--- src/rtl/mm4_pkg.sv ---
// Shared types and fixed constants for the matrix multiply block.
package mm4_pkg;

    localparam int DATA_WIDTH = 32;
    localparam int FRAC_BITS  = 16;

    typedef struct packed {
        logic signed [DATA_WIDTH-1:0] a_value;
        logic signed [DATA_WIDTH-1:0] b_value;
    } t_in_word;

    typedef struct packed {
        logic signed [DATA_WIDTH-1:0] c_value;
        logic                         last;
    } t_out_word;

    // Tag that follows each multiply-accumulate step down the pipe.
    typedef struct packed {
        logic valid;
        logic first;
        logic lastk;
        logic tail;
    } t_mac_tag;

    typedef enum logic [1:0] {
        S_LOAD,
        S_RUN,
        S_DRAIN
    } t_state;

endpackage

--- src/rtl/matrix4x4_multiply.sv ---
// Top level: fixed-point DIM x DIM matrix product with one shared multiply-accumulate unit.
//
// Input: a word is taken at a clock edge with start high and busy low. Each word carries
// one element of A and the element of B at the same row-major position. The first
// DIM*DIM - 1 words only load the two element memories.
// The DIM*DIM-th word starts the product: busy rises and one multiply-accumulate is
// issued per cycle, row by row and column by column, DIM steps per element of C, so
// DIM*DIM*DIM steps in all (64 at DIM = 4). The pipe is read memory, multiply,
// accumulate, saturate; each element of C leaves after its last product is accumulated.
// Results: o_strobe is high for exactly one cycle with each element of C in row-major
// order; o_result.last marks the final one. The receiver cannot stall the block.
// busy falls in the cycle that shows the final element.
// Each element is the full-width sum of DIM products, shifted right by FRAC_BITS
// (floor) and saturated to the signed data width.
// Reset (synchronous, active low) clears the load count, the sequencer and the strobe;
// the element memories are not cleared.
module matrix4x4_multiply #(
    parameter int DIM = 4
) (
    input  logic               i_clk,
    input  logic               i_rst_n,
    input  logic               start,
    output logic               busy,
    input  mm4_pkg::t_in_word  i_data,
    output logic               o_strobe,
    output mm4_pkg::t_out_word o_result
);
    import mm4_pkg::*;

    localparam int CELLS = DIM * DIM;
    localparam int CW    = $clog2(CELLS);
    localparam int IW    = $clog2(DIM);
    localparam int DW    = DATA_WIDTH;
    localparam int PW    = 2 * DW;
    localparam int ACC_W = PW + IW;

    logic signed [DW-1:0] r_mem_a [CELLS];
    logic signed [DW-1:0] r_mem_b [CELLS];

    t_state        r_state, n_state;
    logic [CW-1:0] r_load_cnt, n_load_cnt;
    logic [IW-1:0] r_row, n_row;
    logic [IW-1:0] r_col, n_col;
    logic [IW-1:0] r_k, n_k;

    logic          accept;
    logic          issue;
    logic          issue_last;
    logic [CW-1:0] addr_a;
    logic [CW-1:0] addr_b;
    t_mac_tag      issue_tag;

    t_mac_tag             r_tag1, r_tag2;
    logic signed [DW-1:0] r_a_rd, r_b_rd;
    logic signed [PW-1:0] r_prod;

    logic signed [ACC_W-1:0] r_acc;
    logic signed [ACC_W-1:0] acc_base;
    logic signed [ACC_W-1:0] prod_ext;
    logic                    r_done, r_done_tail;

    logic signed [ACC_W-1:0] shifted;
    logic [ACC_W-DW:0]       upper;
    logic                    in_range;
    logic signed [DW-1:0]    sat_value;

    assign accept = start && !busy;
    assign busy   = (r_state != S_LOAD);

    assign addr_a = CW'(int'(r_row) * DIM + int'(r_k));
    assign addr_b = CW'(int'(r_k) * DIM + int'(r_col));

    assign issue_last = (r_k == IW'(DIM - 1)) && (r_col == IW'(DIM - 1))
                        && (r_row == IW'(DIM - 1));

    always_comb begin
        issue_tag.valid = issue;
        issue_tag.first = (r_k == '0);
        issue_tag.lastk = (r_k == IW'(DIM - 1));
        issue_tag.tail  = issue_last;
    end

    // Sequencer: load, issue DIM^3 steps, then drain the pipe.
    always_comb begin
        n_state    = r_state;
        n_load_cnt = r_load_cnt;
        n_row      = r_row;
        n_col      = r_col;
        n_k        = r_k;
        issue      = 1'b0;
        unique case (r_state)
            S_LOAD: begin
                if (accept) begin
                    if (r_load_cnt == CW'(CELLS - 1)) begin
                        n_load_cnt = '0;
                        n_row      = '0;
                        n_col      = '0;
                        n_k        = '0;
                        n_state    = S_RUN;
                    end else begin
                        n_load_cnt = r_load_cnt + 1'b1;
                    end
                end
            end
            S_RUN: begin
                issue = 1'b1;
                if (r_k == IW'(DIM - 1)) begin
                    n_k = '0;
                    if (r_col == IW'(DIM - 1)) begin
                        n_col = '0;
                        n_row = r_row + 1'b1;
                    end else begin
                        n_col = r_col + 1'b1;
                    end
                end else begin
                    n_k = r_k + 1'b1;
                end
                if (issue_last) begin
                    n_state = S_DRAIN;
                end
            end
            S_DRAIN: begin
                // leave once the final element goes to the output register
                if (r_done && r_done_tail) begin
                    n_state = S_LOAD;
                end
            end
            default: n_state = S_LOAD;
        endcase
    end

    always_ff @(posedge i_clk) begin
        if (!i_rst_n) begin
            r_state    <= S_LOAD;
            r_load_cnt <= '0;
            r_row      <= '0;
            r_col      <= '0;
            r_k        <= '0;
        end else begin
            r_state    <= n_state;
            r_load_cnt <= n_load_cnt;
            r_row      <= n_row;
            r_col      <= n_col;
            r_k        <= n_k;
        end
    end

    // Element memories: written while loading, read once per issue.
    always_ff @(posedge i_clk) begin
        if (accept) begin
            r_mem_a[r_load_cnt] <= i_data.a_value;
            r_mem_b[r_load_cnt] <= i_data.b_value;
        end
        r_a_rd <= r_mem_a[addr_a];
        r_b_rd <= r_mem_b[addr_b];
    end

    always_ff @(posedge i_clk) begin
        r_prod <= r_a_rd * r_b_rd;
    end

    always_ff @(posedge i_clk) begin
        if (!i_rst_n) begin
            r_tag1 <= '0;
            r_tag2 <= '0;
        end else begin
            r_tag1 <= issue_tag;
            r_tag2 <= r_tag1;
        end
    end

    assign prod_ext = {{(ACC_W-PW){r_prod[PW-1]}}, r_prod};
    assign acc_base = r_tag2.first ? '0 : r_acc;

    always_ff @(posedge i_clk) begin
        if (r_tag2.valid) begin
            r_acc <= acc_base + prod_ext;
        end
    end

    always_ff @(posedge i_clk) begin
        if (!i_rst_n) begin
            r_done      <= 1'b0;
            r_done_tail <= 1'b0;
        end else begin
            r_done      <= r_tag2.valid && r_tag2.lastk;
            r_done_tail <= r_tag2.valid && r_tag2.tail;
        end
    end

    // Floor the fraction off, then clamp to the signed data range.
    assign shifted   = r_acc >>> FRAC_BITS;
    assign upper     = shifted[ACC_W-1:DW-1];
    assign in_range  = (&upper) || !(|upper);
    assign sat_value = shifted[ACC_W-1] ? {1'b1, {(DW-1){1'b0}}} : {1'b0, {(DW-1){1'b1}}};

    always_ff @(posedge i_clk) begin
        if (!i_rst_n) begin
            o_strobe <= 1'b0;
        end else begin
            o_strobe <= r_done;
        end
    end

    always_ff @(posedge i_clk) begin
        if (r_done) begin
            o_result.c_value <= in_range ? shifted[DW-1:0] : sat_value;
            o_result.last    <= r_done_tail;
        end
    end

endmodule

--- config.mk ---
export PLATFORM = sky130hd
export DESIGN_NAME = matrix4x4_multiply
export DESIGN_NICKNAME = d
export VERILOG_FILES = /design/src/rtl/mm4_pkg.sv /design/src/rtl/matrix4x4_multiply.sv
export SDC_FILE = /design/constraint.sdc
export NUM_CORES = 2
export LEC_CHECK = 0
export ABC_AREA = 1
export BUFFER_PORTS_ARGS = -buffer_cell sky130_fd_sc_hd__buf_2
export CORE_MARGIN = 2
export CORE_UTILIZATION = 43
export DETAILED_ROUTE_END_ITERATION = 8
export HOLD_SLACK_MARGIN = 0.08
export PLACE_DENSITY = 0.6
export SLEW_MARGIN = 20
export SYNTH_ARGS = -nofsm -noshare
export SYNTH_HDL_FRONTEND = slang
export SYNTH_SLANG_ARGS = --single-unit
--- constraint.sdc ---
create_clock -name i_clk -period 9.8 [get_ports i_clk]
set_input_delay 1.96 -clock i_clk [delete_from_list [all_inputs] [get_ports i_clk]]
set_output_delay 1.96 -clock i_clk [all_outputs]
set_load 0.02 [all_outputs]
# Word level (Yosys, flattened, before mapping)
# Memory sizes are Yosys's and may differ from the RTL's. A register that Yosys moved wholly into a read port is not among the register bits.
# Index checks and enable logic that the tools add are counted.
dict set report totals {
  ram_bits 1024
  latch_bits 0
  memories 2
  register_bits 186
  elab_cells 84
  rom_bits 0
  out_inout_bits 35
  input_bits 67
}
# name words word_bits rd rd_clocked_by_memory_dff write_ports line
set mem_list {}
lappend mem_list {r_mem_a 16 32 1 1 1 matrix4x4_multiply.sv:37} ;# logic signed [DW-1:0] r_mem_a [CELLS];
lappend mem_list {r_mem_b 16 32 1 1 1 matrix4x4_multiply.sv:38} ;# logic signed [DW-1:0] r_mem_b [CELLS];
dict set report op_classes {
  eq_ne 12
  shifts 0
  n_lt_le_gt_ge 0
  n_addsub 7
  n_reduce_logical 20
  bitwise_logic 0
  n_mul 1
  div_mod_pow 0
  n_mux 22
}
# op count
set ops {}
lappend ops {{66-bit by 64-bit adder with 66-bit output} 1}
lappend ops {{66-bit two-way mux} 1}
lappend ops {{32-bit by 32-bit multiplier with 64-bit output} 1}
lappend ops {{32-bit two-way mux} 2}
lappend ops {{2-bit two-way mux} 11}
lappend ops {{19-bit AND reduction} 1}
lappend ops {{19-bit OR reduction} 1}
lappend ops {{2-bit inequality test (second input constant)} 6}
lappend ops {{2-bit one-hot mux with 2 select lines} 3}
lappend ops {{4-bit by 2-bit adder with 4-bit output} 2}
lappend ops {{2-bit == test (second input constant)} 4}
lappend ops {{4-bit AND reduction} 2}
lappend ops {{2-bit by 1-bit adder with 2-bit output (second input constant)} 3}
lappend ops {{1-bit logical AND} 6}
lappend ops {{2-bit one-hot mux with 3 select lines} 1}
lappend ops {{5-bit AND reduction} 1}
lappend ops {{4-bit by 1-bit adder with 4-bit output (second input constant)} 1}
lappend ops {{4-bit == test (second input constant)} 1}
lappend ops {{2-bit zero test} 2}
lappend ops {{4-bit two-way mux} 1}
lappend ops {{2-bit nonzero test} 2}
lappend ops {{1-bit two-way mux} 3}
lappend ops {{3-bit AND reduction} 1}
lappend ops {{2-bit by 1-bit == test with 1-bit output (second input constant)} 1}
lappend ops {{3 further kinds} 4}

# Logic depth before layout (Yosys ltp)
dict set report logic_depth {
  word_depth 5
  ltp_mapped 32
  mapped_depth_nobuf 31
}

# Least setup slack after synthesis
# Ideal clock, no wire load.
dict set report synth_timing {
  path_kind {reg2reg}
  from {register r_a_rd[31] (read register of r_mem_a)}
  to {register r_prod[54]}
  path_buffers 1
  required_ps 9687
  setup_time_ps 113
  stages_incl_launch_ff 28
  period_less_slack_ps 7081
  path_slack_ps 2719
  arrival_ps 6968
  cell_sequence {dfxtp_1 -> clkbuf_1 -> nand2_1 -> inv_1 -> fa_1 -> inv_1 -> fa_1 -> fa_1 -> inv_1 -> fa_1 -> inv_1 -> fa_1 -> inv_1 -> fa_1 -> inv_1 -> fa_1 -> fa_1 -> inv_1 -> ha_1 -> nand2_1 -> nor2_1 -> inv_1 -> nor2_1 -> nand2_1 -> nor3_1 -> nand2_1 -> nand4_1 -> nand2_1}
}
dict set report synth_between {
  elab_chain_cells 1
}
# item line
set synth_lines {}
lappend synth_lines {{start: declaration} matrix4x4_multiply.sv:54} ;# logic signed [DW-1:0] r_a_rd, r_b_rd;
lappend synth_lines {{32-bit by 32-bit multiplier with 64-bit output} matrix4x4_multiply.sv:159} ;# r_prod <= r_a_rd * r_b_rd;
lappend synth_lines {{end signal: assignment} matrix4x4_multiply.sv:159}
lappend synth_lines {{end: declaration} matrix4x4_multiply.sv:55} ;# logic signed [PW-1:0] r_prod;
# No other way between the ends.
# A chain may end at the register's enable or synchronous reset.

# Worst setup path in the final report
dict set report layout_timing {
  from {register r_a_rd[8] (read register of r_mem_a)}
  to {register r_prod[35]}
}
# Same word-level chain as after synthesis.

==> metrics.md <==
| Metric | Value |
|---|---|
| Status | finished clean |
| Post-CTS setup buffers | 0 |
| Die Ht | 463 um |
| Die width | 463 um |
| CP delay by family, top | adder cells |
| HP Class | reg2reg |
| Vias/cell | 5.26 |
| CTS H-Tree Depth | 4 |
| All-Layer GR Usage | 0.249 |
| Post-synthesis cell count | 9350 |
| Max-Cap Viols | 0 |
| CTS Sinks | 1274 |
| Synth unique cells | 46 |
| Initial Util | 0.432 |
| Worst-path cell chain | buf_4 -> nand2_1 -> fa_1 -> inv_1 -> fa_1 -> inv_1 -> fa_1 -> fa_1 -> inv_1 -> fa_1 -> fa_1 -> fa_1 -> fa_1 -> ha_1 -> a21oi_1 -> o21ai_0 -> a21oi_1 -> nand3_2 -> nand3_1 -> nand2_1 -> nand2_1 -> nand2_1 |
| DR vias | 64377 |
| Total gr overflow | 0 |
| Post-synthesis mux area share | 0 |
| Synth-to-layout area growth | 8.95% |
| CP Capture Type | flop |
| Synth Area in XOR/XNOR | 0.00715 |
| Commonest non-fill, non-tap cell in the layout | nand2_1 |
| Avg Cell Area, Syn | 9.69 um2 |
| Syn. warnings | 0 |
| Critical path class | reg2reg |
| Syn Nets | 10757 |
| I/O pins | 102 |
| Core area | 210000 um2 |
| Placer congestion estimate | 0.949 |
| Register area share after synthesis | 0.406 |
| Fmax | 124 MHz |
| WP data arrival | 8760 ps |
| Wire per inst | 21.7 um |
| Hold Vio Cnt, Final | 0 |
| Clock Tree Buf Depth | 3 |
| Largest net degree at the start of global routing | 210 |
| Row count | 168 |
| CTS Hold Bufs | 0 |
| Placed Area | 94000 um2 |
| Tcrit/Tclk final | 0.823 |
| Crit path buffers/inverters | 4 |
| CP startpoint kind | flop |
| Vias in the first global route | 67149 |
| Final Cell Area | 98700 um2 |
| Worst-Margin Slew | 1260 ps |
| Nets | 10710 |
| Post-DP HPWL | 187 mm |
| TNS Setup | 0 ps |
| Number of synthesized flops with an enable pin | 1123 |
| Slowest stage delay, CP | 850 ps |
| Critical path's slowest cell | dfxtp_1 |
| RSZ-0062 raised after global routing | false |
| CTS tree | yes |
| Compound-Gate Fraction of Synth Area | 0.0756 |
| Cell seen most often among critical-path stages | fa_1 |
| Fraction of registers with async set/reset | 0 |
| Post-Route WL | 265 mm |
| Clk_lat worst skew | 830 ps |
| Critical Path RT | 10500 ps |
| Root Driver | clkbuf_16 |
| Reg clk slew, reported paths | 70 ps |
| Drt first pass iters | 6 |
| Mapped Area | 90600 um2 |
| 1st-iter DRT viols | 5356 |
| Commonest non-fill, non-tap cells in the layout | nand2_1 (1978), inv_1 (1926), edfxtp_1 (1123) |
| Share of cells above drive strength 1 | 0.0565 |
| Post-synthesis adder-cell area fraction | 0.275 |
| Post-route minimum period | 8070 ps |
| Endpoints failing setup | 0 |
| Num CTS Buffers | 141 |
| Worst-path fanout max | 19 |
| First-pass GRT wire length | 408 mm |
| DIE AREA | 214000 um2 |
| Synth Area in Simple Gates | 0.137 |
| Flops & latches, synth | 1274 |
| Relative slew slack | 0.160 |
| Prevailing post-synth register cell | edfxtp_1 |
| Pins Over Slew Limit | 0 |
| Final Skew | 56.4 ps |
| Antenna violations before repair | 35 |
| Resized cells post-CTS | 0 |
| Largest family of logic cells by synthesized area | adder cells |
| IO buf count | 101 |
| DRC viols | 0 |
| Final ANT Viol Nets | 0 |
-- metal layers --
| layer | wire length [um] | track usage | up-vias |
|---|---|---|---|
| met4 | 9080 | 0.0842 | 54 |
| met2 | 130000 | 0.424 | 2164 |
| met5 | 341 | 0 | - |
| li1 | - | - | 29218 |
| met3 | 16500 | 0.0405 | 517 |
| met1 | 109000 | 0.323 | 32424 |
-- worst reg2reg max path: stages, from the launching register on --
cell and delay (ps):
dfxtp_1 850, buf_4 430, nand2_1 150, fa_1 440, inv_1 80, fa_1 400
inv_1 80, fa_1 430, fa_1 510, inv_1 50, fa_1 550, fa_1 430
fa_1 520, fa_1 470, ha_1 380, a21oi_1 290, o21ai_0 240, a21oi_1 640
nand3_2 430, nand3_1 340, nand2_1 80, nand2_1 60, nand2_1 90
-- synthesized netlist by cell type (46+ instances only) --
cell type	n	area [um2]
inv_1	1929	7240
nor2_1	870	3270
o22ai_1	83	519
xor2_1	65	569
clkbuf_1	321	1200
a21oi_1	168	841
o211ai_1	83	623
nand3_1	170	851
o21ai_0	570	2850
edfxtp_1	1123	33700
nand4_1	46	288
o221ai_1	173	1520
dfxtp_1	151	3020
fa_1	1083	21700
nand2_1	1980	7430
ha_1	257	3220
buf_2	85	425
-- cell type report --
class	count	area (um2)
fillers	19752	111000
diodes	7	17.5
multi-input cells	5719	45000
clock buffers	201	3890
clock inverters	57	736
flip-flops and latches	1274	36800
well taps	2805	3510
repair buffers	229	1510
inverters	1938	7300
-- path summary, 6_finish.rpt --
| check | depth (start not counted) | from | slack, ps | to |
|---|---|---|---|---|
| worst max-delay path | 22 | r_a_rd[8] | 1730 | r_prod[35] |
| worst min-delay path | 2 | r_tag1[3] | 410 | r_tag2[3] |
| worst max register to register | 22 | r_a_rd[8] | 1730 | r_prod[35] |
| worst min register to register | 2 | r_tag1[3] | 410 | r_tag2[3] |
-- through the flow --
step	instances	setup WS (ps)	util	hold WS, ps
after floorplan	9350	2720	-	390
after global placement	11964	1790	0.449	393
after detailed placement	11964	1780	0.449	397
after CTS	12222	1710	0.471	408
after global routing	12226	1210	0.471	434
final	12230	1730	0.471	405
-- cells by family after synthesis --
logic type               count (synthesis)
AND/OR/NAND/NOR                       3157
buffers and inverters                 2357
XOR/XNOR                                74
AO/OA/AOI/OAI                         1148
flip-flops                            1274
adder cells (fa/ha/maj)               1340
-- registers in the layout, summed over array words and instances, names as in the netlist, 32 cells and up --
signal    flops
o_result     33
r_mem_a     512
r_b_rd       32
r_mem_b     512
r_a_rd       32
r_prod       64
r_acc        66
Power is not shown: default switching activity piles up to over one toggle a cycle in this logic, so the estimate is an artifact.
